[src/tsk_pkg.sv]
`timescale 1ns / 1ps

package tsk_pkg;

  localparam logic [1:0] MODE_ADD  = 2'd0;
  localparam logic [1:0] MODE_DEL  = 2'd1;
  localparam logic [1:0] MODE_SORT = 2'd2;

  localparam int unsigned CNT_W = 6;

  typedef enum logic [1:0] {
    DEG_PASS,
    DEG_INC,
    DEG_DEC
  } deg_op_e;

  typedef struct packed {
    logic in_zero;
    logic out_zero;
  } deg_flags_t;

endpackage

[src/tsk_ram.sv]
`timescale 1ns / 1ps

module tsk_ram #(
  parameter int unsigned Width = 8,
  parameter int unsigned Depth = 32
) (
  input  logic                     clk_i,
  input  logic                     we_i,
  input  logic [$clog2(Depth)-1:0] waddr_i,
  input  logic [Width-1:0]         wdata_i,
  input  logic [$clog2(Depth)-1:0] raddr_i,
  output logic [Width-1:0]         rdata_o
);

  logic [Width-1:0] mem_q [Depth];
  logic [Width-1:0] rdata_q;

  always_ff @(posedge clk_i) begin
    if (we_i) begin
      mem_q[waddr_i] <= wdata_i;
    end
    rdata_q <= mem_q[raddr_i];
  end

  assign rdata_o = rdata_q;

endmodule

[src/tsk_deg_unit.sv]
`timescale 1ns / 1ps

// Shared in-degree arithmetic: increment, saturating decrement or pass.
module tsk_deg_unit #(
  parameter int unsigned Width = 6
) (
  input  tsk_pkg::deg_op_e    op_i,
  input  logic [Width-1:0]    val_i,
  output logic [Width-1:0]    val_o,
  output tsk_pkg::deg_flags_t flags_o
);

  logic in_zero;

  assign in_zero = (val_i == '0);

  always_comb begin
    case (op_i)
      tsk_pkg::DEG_INC:  val_o = val_i + Width'(1);
      tsk_pkg::DEG_DEC:  val_o = in_zero ? val_i : val_i - Width'(1);
      tsk_pkg::DEG_PASS: val_o = val_i;
      default:           val_o = val_i;
    endcase
  end

  assign flags_o.in_zero  = in_zero;
  assign flags_o.out_zero = (val_o == '0);

endmodule

[src/topological_sort_kahn.sv]
`timescale 1ns / 1ps
// Edge add/delete: read row and in-degree, then write back. Not ready while busy.
// Sort, n active nodes: accept, read and write per node to seed; per popped node a pop,
// queue read, emit, row read, a scan over the n nodes and a step per successor edge;
// then an empty pop and a final step (just that when n is 0); stalls hold emit and final.
// Reset: empty graph, node_count 32; per-row valid bits stand in for clearing,
// so no clearing pass is run.
module topological_sort_kahn #(
  parameter int unsigned MAX_NODES = 32
) (
  input  logic        clk_i,
  input  logic        rst_ni,
  input  logic        cfg_we_i,
  input  logic [5:0]  cfg_wdata_i,    // node_count
  input  logic        s_axis_tvalid,
  output logic        s_axis_tready,
  input  logic [15:0] s_axis_tdata,   // mode[1:0], src_node[6:2], dst_node[11:7]
  output logic        m_axis_tvalid,
  input  logic        m_axis_tready,
  output logic [7:0]  m_axis_tdata,   // node_id[4:0]
  output logic [1:0]  m_axis_tuser,   // node_valid[0], all_sorted[1]
  output logic        m_axis_tlast
);

  localparam int unsigned NW  = $clog2(MAX_NODES);
  localparam int unsigned NCW = $clog2(MAX_NODES + 1);
  localparam int unsigned DW  = NCW;

  localparam logic [3:0] ST_IDLE    = 4'd0;
  localparam logic [3:0] ST_EDIT    = 4'd1;
  localparam logic [3:0] ST_SEED_RD = 4'd2;
  localparam logic [3:0] ST_SEED_WR = 4'd3;
  localparam logic [3:0] ST_POP     = 4'd4;
  localparam logic [3:0] ST_POP_WT  = 4'd5;
  localparam logic [3:0] ST_EMIT    = 4'd6;
  localparam logic [3:0] ST_ROW     = 4'd7;
  localparam logic [3:0] ST_SCAN    = 4'd8;
  localparam logic [3:0] ST_DEC     = 4'd9;
  localparam logic [3:0] ST_FIN     = 4'd10;

  logic [3:0]           state_q, state_d;
  logic [5:0]           node_count_q;
  logic [NCW-1:0]       n;
  logic [1:0]           mode_q, mode_d;
  logic [4:0]           src_q, src_d, dst_q, dst_d;
  logic [NCW-1:0]       i_q, i_d, j_q, j_d;
  logic [NCW-1:0]       head_q, head_d, tail_q, tail_d, count_q, count_d;
  logic [NW-1:0]        x_q, x_d, pend_id_q, pend_id_d;
  logic                 pend_vld_q, pend_vld_d;
  logic [MAX_NODES-1:0] row_q, row_d;
  logic [MAX_NODES-1:0] row_vld_q, row_vld_d, deg_vld_q, deg_vld_d;

  logic                 out_vld_q, out_vld_d, out_nv_q, out_nv_d;
  logic                 out_last_q, out_last_d, out_all_q, out_all_d;
  logic [NW-1:0]        out_id_q, out_id_d;
  logic                 out_free;

  logic [NW-1:0]        src_idx, dst_idx, i_idx, j_idx;
  logic                 edge_ok, row_bit;
  logic [MAX_NODES-1:0] row_eff;

  logic                 adj_we, indeg_we, wdeg_we, q_we;
  logic [NW-1:0]        adj_raddr, adj_waddr, indeg_raddr, indeg_waddr;
  logic [MAX_NODES-1:0] adj_rdata, adj_wdata;
  logic [DW-1:0]        indeg_rdata, wdeg_rdata, deg_in, deg_out;
  logic [NW-1:0]        q_rdata;
  tsk_pkg::deg_op_e     deg_op;
  tsk_pkg::deg_flags_t  deg_flags;

  always_comb begin
    if (7'(node_count_q) >= 7'(MAX_NODES)) begin
      n = NCW'(MAX_NODES);
    end else begin
      n = NCW'(node_count_q);
    end
  end

  assign src_idx  = NW'(src_q);
  assign dst_idx  = NW'(dst_q);
  assign i_idx    = i_q[NW-1:0];
  assign j_idx    = j_q[NW-1:0];
  assign edge_ok  = (7'(src_q) < 7'(n)) && (7'(dst_q) < 7'(n));
  assign row_eff  = row_vld_q[src_idx] ? adj_rdata : '0;
  assign row_bit  = row_eff[dst_idx];
  assign out_free = !out_vld_q || m_axis_tready;

  assign adj_raddr   = (state_q == ST_IDLE) ? NW'(s_axis_tdata[6:2]) : x_q;
  assign indeg_raddr = (state_q == ST_IDLE) ? NW'(s_axis_tdata[11:7]) : i_idx;
  assign adj_waddr   = src_idx;
  assign indeg_waddr = dst_idx;
  assign adj_wdata   = row_eff ^ (MAX_NODES'(1) << dst_idx);

  // shared degree unit input and operation
  always_comb begin
    case (state_q)
      ST_EDIT: begin
        deg_in = deg_vld_q[dst_idx] ? indeg_rdata : '0;
        deg_op = (mode_q == tsk_pkg::MODE_ADD) ? tsk_pkg::DEG_INC : tsk_pkg::DEG_DEC;
      end
      ST_SEED_WR: begin
        deg_in = deg_vld_q[i_idx] ? indeg_rdata : '0;
        deg_op = tsk_pkg::DEG_PASS;
      end
      ST_DEC: begin
        deg_in = wdeg_rdata;
        deg_op = tsk_pkg::DEG_DEC;
      end
      default: begin
        deg_in = wdeg_rdata;
        deg_op = tsk_pkg::DEG_PASS;
      end
    endcase
  end

  tsk_deg_unit #(.Width(DW)) u_deg (
    .op_i   (deg_op),
    .val_i  (deg_in),
    .val_o  (deg_out),
    .flags_o(deg_flags)
  );

  always_comb begin
    state_d    = state_q;
    mode_d     = mode_q;
    src_d      = src_q;
    dst_d      = dst_q;
    i_d        = i_q;
    j_d        = j_q;
    head_d     = head_q;
    tail_d     = tail_q;
    count_d    = count_q;
    x_d        = x_q;
    pend_id_d  = pend_id_q;
    pend_vld_d = pend_vld_q;
    row_d      = row_q;
    row_vld_d  = row_vld_q;
    deg_vld_d  = deg_vld_q;
    out_vld_d  = out_vld_q;
    out_id_d   = out_id_q;
    out_nv_d   = out_nv_q;
    out_last_d = out_last_q;
    out_all_d  = out_all_q;
    adj_we     = 1'b0;
    indeg_we   = 1'b0;
    wdeg_we    = 1'b0;
    q_we       = 1'b0;

    if (m_axis_tvalid && m_axis_tready) begin
      out_vld_d = 1'b0;
    end

    case (state_q)
      ST_IDLE: begin
        if (s_axis_tvalid) begin
          mode_d = s_axis_tdata[1:0];
          src_d  = s_axis_tdata[6:2];
          dst_d  = s_axis_tdata[11:7];
          if (s_axis_tdata[1:0] == tsk_pkg::MODE_ADD ||
              s_axis_tdata[1:0] == tsk_pkg::MODE_DEL) begin
            state_d = ST_EDIT;
          end else if (s_axis_tdata[1:0] == tsk_pkg::MODE_SORT) begin
            head_d     = '0;
            tail_d     = '0;
            count_d    = '0;
            i_d        = '0;
            pend_vld_d = 1'b0;
            state_d    = (n == '0) ? ST_FIN : ST_SEED_RD;
          end
        end
      end
      ST_EDIT: begin
        if (edge_ok && ((mode_q == tsk_pkg::MODE_ADD && !row_bit) ||
                        (mode_q == tsk_pkg::MODE_DEL && row_bit))) begin
          adj_we             = 1'b1;
          indeg_we           = 1'b1;
          row_vld_d[src_idx] = 1'b1;
          deg_vld_d[dst_idx] = 1'b1;
        end
        state_d = ST_IDLE;
      end
      ST_SEED_RD: begin
        state_d = ST_SEED_WR;
      end
      ST_SEED_WR: begin
        wdeg_we = 1'b1;
        if (deg_flags.in_zero) begin
          q_we   = 1'b1;
          tail_d = tail_q + NCW'(1);
        end
        i_d     = i_q + NCW'(1);
        state_d = (i_q + NCW'(1) == n) ? ST_POP : ST_SEED_RD;
      end
      ST_POP: begin
        if (head_q < tail_q) begin
          head_d  = head_q + NCW'(1);
          state_d = ST_POP_WT;
        end else begin
          state_d = ST_FIN;
        end
      end
      ST_POP_WT: begin
        x_d     = q_rdata;
        state_d = ST_EMIT;
      end
      ST_EMIT: begin
        // previous node goes out only now that it is known not to be the last
        if (out_free) begin
          if (pend_vld_q) begin
            out_vld_d  = 1'b1;
            out_id_d   = pend_id_q;
            out_nv_d   = 1'b1;
            out_last_d = 1'b0;
            out_all_d  = 1'b0;
          end
          pend_id_d  = x_q;
          pend_vld_d = 1'b1;
          count_d    = count_q + NCW'(1);
          state_d    = ST_ROW;
        end
      end
      ST_ROW: begin
        row_d   = row_vld_q[x_q] ? adj_rdata : '0;
        j_d     = '0;
        state_d = ST_SCAN;
      end
      ST_SCAN: begin
        if (j_q == n) begin
          state_d = ST_POP;
        end else if (row_q[j_idx]) begin
          state_d = ST_DEC;
        end else begin
          j_d = j_q + NCW'(1);
        end
      end
      ST_DEC: begin
        if (!deg_flags.in_zero) begin
          wdeg_we = 1'b1;
          if (deg_flags.out_zero) begin
            q_we   = 1'b1;
            tail_d = tail_q + NCW'(1);
          end
        end
        j_d     = j_q + NCW'(1);
        state_d = ST_SCAN;
      end
      ST_FIN: begin
        if (out_free) begin
          out_vld_d  = 1'b1;
          out_last_d = 1'b1;
          if (pend_vld_q) begin
            out_id_d  = pend_id_q;
            out_nv_d  = 1'b1;
            out_all_d = (count_q == n);
          end else begin
            out_id_d  = '0;
            out_nv_d  = 1'b0;
            out_all_d = (n == '0);
          end
          pend_vld_d = 1'b0;
          state_d    = ST_IDLE;
        end
      end
      default: begin
        state_d = ST_IDLE;
      end
    endcase
  end

  tsk_ram #(.Width(MAX_NODES), .Depth(MAX_NODES)) u_adj_ram (
    .clk_i  (clk_i),
    .we_i   (adj_we),
    .waddr_i(adj_waddr),
    .wdata_i(adj_wdata),
    .raddr_i(adj_raddr),
    .rdata_o(adj_rdata)
  );

  tsk_ram #(.Width(DW), .Depth(MAX_NODES)) u_indeg_ram (
    .clk_i  (clk_i),
    .we_i   (indeg_we),
    .waddr_i(indeg_waddr),
    .wdata_i(deg_out),
    .raddr_i(indeg_raddr),
    .rdata_o(indeg_rdata)
  );

  // work degrees: written at i while seeding, at j while relaxing successors
  tsk_ram #(.Width(DW), .Depth(MAX_NODES)) u_wdeg_ram (
    .clk_i  (clk_i),
    .we_i   (wdeg_we),
    .waddr_i((state_q == ST_SEED_WR) ? i_idx : j_idx),
    .wdata_i(deg_out),
    .raddr_i(j_idx),
    .rdata_o(wdeg_rdata)
  );

  tsk_ram #(.Width(NW), .Depth(MAX_NODES)) u_queue_ram (
    .clk_i  (clk_i),
    .we_i   (q_we),
    .waddr_i(tail_q[NW-1:0]),
    .wdata_i((state_q == ST_SEED_WR) ? i_idx : j_idx),
    .raddr_i(head_q[NW-1:0]),
    .rdata_o(q_rdata)
  );

  always_ff @(posedge clk_i or negedge rst_ni) begin
    if (!rst_ni) begin
      state_q      <= ST_IDLE;
      node_count_q <= 6'd32;
      head_q       <= '0;
      tail_q       <= '0;
      count_q      <= '0;
      i_q          <= '0;
      j_q          <= '0;
      pend_vld_q   <= 1'b0;
      row_vld_q    <= '0;
      deg_vld_q    <= '0;
      out_vld_q    <= 1'b0;
    end else begin
      state_q    <= state_d;
      if (cfg_we_i) begin
        node_count_q <= cfg_wdata_i;
      end
      head_q     <= head_d;
      tail_q     <= tail_d;
      count_q    <= count_d;
      i_q        <= i_d;
      j_q        <= j_d;
      pend_vld_q <= pend_vld_d;
      row_vld_q  <= row_vld_d;
      deg_vld_q  <= deg_vld_d;
      out_vld_q  <= out_vld_d;
    end
  end

  always_ff @(posedge clk_i) begin
    mode_q     <= mode_d;
    src_q      <= src_d;
    dst_q      <= dst_d;
    x_q        <= x_d;
    pend_id_q  <= pend_id_d;
    row_q      <= row_d;
    out_id_q   <= out_id_d;
    out_nv_q   <= out_nv_d;
    out_last_q <= out_last_d;
    out_all_q  <= out_all_d;
  end

  assign s_axis_tready = (state_q == ST_IDLE);
  assign m_axis_tvalid = out_vld_q;
  assign m_axis_tdata  = {3'b000, 5'(out_id_q)};
  assign m_axis_tuser  = {out_all_q, out_nv_q};
  assign m_axis_tlast  = out_last_q;

  a_queue_order: assert property (@(posedge clk_i) disable iff (!rst_ni)
    head_q <= tail_q)
    else $error("queue head passed tail");

  a_idle_no_pend: assert property (@(posedge clk_i) disable iff (!rst_ni)
    (state_q == ST_IDLE) |-> !pend_vld_q)
    else $error("pending node left over after sort");

  a_dec_in_range: assert property (@(posedge clk_i) disable iff (!rst_ni)
    (state_q == ST_DEC) |-> (j_q < n))
    else $error("successor index out of range");

  a_edit_short: assert property (@(posedge clk_i) disable iff (!rst_ni)
    (state_q == ST_EDIT) |=> (state_q == ST_IDLE))
    else $error("edit did not finish in one cycle");

endmodule

[config.mk]
export PLATFORM = sky130hd
export DESIGN_NAME = topological_sort_kahn
export DESIGN_NICKNAME = d
export VERILOG_FILES = /design/src/tsk_pkg.sv /design/src/tsk_ram.sv /design/src/tsk_deg_unit.sv /design/src/topological_sort_kahn.sv
export SDC_FILE = /design/constraint.sdc
export NUM_CORES = 2
export LEC_CHECK = 0
export BUFFER_PORTS_ARGS = -buffer_cell sky130_fd_sc_hd__clkbuf_2
export CAP_MARGIN = 20
export CORE_MARGIN = 2
export CORE_UTILIZATION = 57
export DETAILED_ROUTE_END_ITERATION = 10
export GPL_TIMING_DRIVEN = 0
export PLACE_DENSITY_LB_ADDON = 0.25
export SKIP_CTS_REPAIR_TIMING = 1
export SLEW_MARGIN = 20
export SYNTH_ARGS = -nofsm -noshare
export SYNTH_HDL_FRONTEND = slang
export SYNTH_HIERARCHICAL = 1
export SYNTH_SLANG_ARGS = --single-unit
export TNS_END_PERCENT = 30
[constraint.sdc]
create_clock -name clk_i -period 6.65 [get_ports clk_i]
set_input_delay 0.3325 -clock clk_i [delete_from_list [all_inputs] [get_ports clk_i]]
set_output_delay 0.3325 -clock clk_i [all_outputs]
set_load 0.005 [all_outputs]
==> run metrics <==
status=finished clean; hold slack=around 130 ps; slowest CP cell=nor2_4; 1st-iter DRT viols=roughly 5800; most common cell in the netlist=edfxtp_1; RSZ-0062 raised after global routing=true; share of layout cells above drive strength 1=about a fifth; Worst path most repeated cell=clkbuf_1; CP Data Arrival Time=roughly 7000 ps; Final GP Congestion=0.8917; Buffers on Ports=31; max_slew headroom=a little under 8%; ys flop type=edfxtp_1; post-route minimum period=about 6500 ps; sequential fraction of the synthesis area=between 70% and 80%; worst path required time=approximately 7000 ps; # H-tree levels=4; endpoint class of the critical path=flop; max cap viols=0; Slew Limit Fails=0; vias in the first global route=39339; Synth cell types=80; Worst IR Drop VDD=approximately 240 uV; die width=around 360 um; Critical Path, Cell by Cell=clkbuf_1, clkbuf_1, nand2b_1, ha_1, a21o_1, a21oi_1, nor2b_1, o21ai_0, a31oi_1, nor4_1, buf_2, clkbuf_1, and2_2, nand3b_1, nor2_4, buf_16; starting density of the core=57.57%; top cells by count, synth=edfxtp_1 (1630), mux2i_1 (529), nand2_1 (225); Worst setup SP type=flop; Antenna Violating Nets Remaining=0; Overall Power=between 30 and 40 mW; routed length per instance=between 20 and 30 um; DIE AREA=approximately 130000 sq um; CTS root buf=clkbuf_16; Die Ht=about 360 um; via count=around 41000; HPWL Detailed=124200 um; Synth area leader=edfxtp_1; number of flops mapped to enable cells by yosys=roughly 1600; worst hold path type=input port to asynchronous set/reset pin; Ports=40; WL final=around 180000 um; largest net degree at the start of global routing=65; Crit Path Max Fanout=19; Slew @ Worst Pin=1374 ps; global-route wire length before repair=between 200000 and 300000 um; clk slew on worst S/H paths=approximately 60 ps; synth warn=6; TritonCTS clock tree=done; Max stage delay on crit path=around 940 ps; leakage=~30 nW; Top delay family on crit path=simple AND/OR/NAND/NOR gates; GRT Util Overall=roughly 28%; Final #Nets=~4500; clock latency on the worst-skew pair=between 800 and 900 ps; Seq cells post-synth=roughly 1800; Final Hold Vio Count=0; clk sinks=1785; final period utilization=between 90 and 100%; CP Class=flop to flop; initial antenna violation count=5; synthesized area per cell=around 17 sq um; cts bufs inserted=approximately 170; Buf/Inv on CP=5; pwr dens=between 400 and 500 nW/um^2; Via density=6.487; Rows=130; Synth async-reset ratio=between 5 and 6%; clk_skew=about 34 ps; Syn Inst Count=~4200; Final Setup Violations=0; GR Overflow Total=0; CTS Buffer Depth=3; drt first pass iters=6; Synth top area share=between 60% and 70%; Fillers=between 8000 and 9000; fmax=between 0.15 and 0.2 GHz; # DRC=0; P&R area growth vs syn=15.48%; synthesized cell area=a little over 70000 sq um; CORE AREA=roughly 130000 sq um; main area contributors after synthesis=edfxtp_1 (68%), mux2i_1 (7.3%), mux4_2 (6.6%)
## final timing paths
path,from,end,slack [ps],depth (start not counted)
worst max register to register,node_count_q[5]$_DFFE_PN1P_,u_adj_ram/mem_q[22][17]$_DFFE_PP_,140,16
min in group clk_i,s_axis_tvalid,state_q[3]$_DFFE_PN0P_,150,6
worst max-delay path,node_count_q[5]$_DFFE_PN1P_,u_adj_ram/mem_q[22][17]$_DFFE_PP_,140,16
max in group asynchronous,rst_ni,i_q[3]$_DFFE_PN0P_,5790,3
worst min register to register,row_vld_q[23]$_DFFE_PN0P_,row_vld_q[23]$_DFFE_PN0P_,490,1
worst min-delay path,rst_ni,head_q[4]$_DFFE_PN0P_,130,2
## power breakdown
| group | internal, mW | switching [mW] | leakage [nW] |
|---|---|---|---|
| clock network | 5.72 | 4.06 | 2.76 |
| registers | 14.0 | 0.380 | 17.0 |
| logic | 3.89 | 6.79 | 9.58 |
## routing by layer
metal	part of all wire [%]	routed length (um)	track usage, %	vias to the layer above
li1	-	-	-	17145
met1	40	72840	41.09	20921
met2	46	84260	42.76	2300
met3	11	19970	5.705	330
met4	3.6	6559	10.15	0
met5	0	0	0	-
## kinds of logic after synthesis
kind of cell	Yosys count	synth area share, %
AO/OA/AOI/OAI	479	4.787
XOR/XNOR	60	0.7250
adder cells (fa/ha/maj)	23	0.3970
buffers and inverters	281	2.037
flip-flops	1785	72.54
multiplexers	789	14.67
other	1	0.005174
AND/OR/NAND/NOR	742	4.832
## cells in the final DEF, fill, tap and decap left out, types with 28 or more instances in the layout
master / n
a21oi_1: 119
a22o_1: 64
a22oi_1: 99
a31oi_1: 40
a41o_1: 65
buf_16: 46
buf_2: 48
buf_4: 65
clkbuf_1: 137
clkbuf_16: 181
clkbuf_2: 33
clkinv_1: 32
dfrtp_1: 105
dfxtp_1: 49
edfxtp_1: 1630
inv_1: 29
mux2_2: 45
mux2i_1: 529
mux4_2: 214
nand2_1: 224
nand3_1: 113
nor2_1: 140
nor2_4: 38
nor2b_1: 52
nor3_1: 45
o21ai_0: 28
xor2_4: 32
## cell type report
class	count	area, sq um	share of cell area [%]
Sequential cell	1785	52580	62.82
Multi-Input combinational cell	2096	19480	23.27
Clock buffer	216	4721	5.640
Timing Repair Buffer	153	2434	2.907
Tap cell	1650	2064	2.467
Buffer	249	1361	1.626
Clock inverter	92	944.7	1.129
Inverter	30	112.6	0.1345
Antenna cell	2	5.005	0.005979
## stage by stage
stage | setup TNS [ps] | cell area, sq um | cells | setup slack (ps) | util (%)
after floorplan | 0 | 72500 | 4162 | 390.0 | -
after global placement | -1851470 | 74720 | 5843 | -2626 | 59.35
after detailed placement | -184950 | 77520 | 5924 | -1315 | 61.58
after CTS | -191490 | 83190 | 6232 | -1339 | 66.08
after global routing | -3850 | 83700 | 6271 | -92.90 | 66.48
final | 0 | 83700 | 6273 | 142.0 | 66.48
## sequential cells by signal, indices dropped and copies added (netlist names), 32 cells and up
signal             flops
deg_vld_q             32
u_queue_ram/mem_q    160
u_adj_ram/rdata_o     32
row_q                 32
u_adj_ram/mem_q     1024
u_indeg_ram/mem_q    192
row_vld_q             32
u_wdeg_ram/mem_q     192
Power figures use the tool's default switching activity.
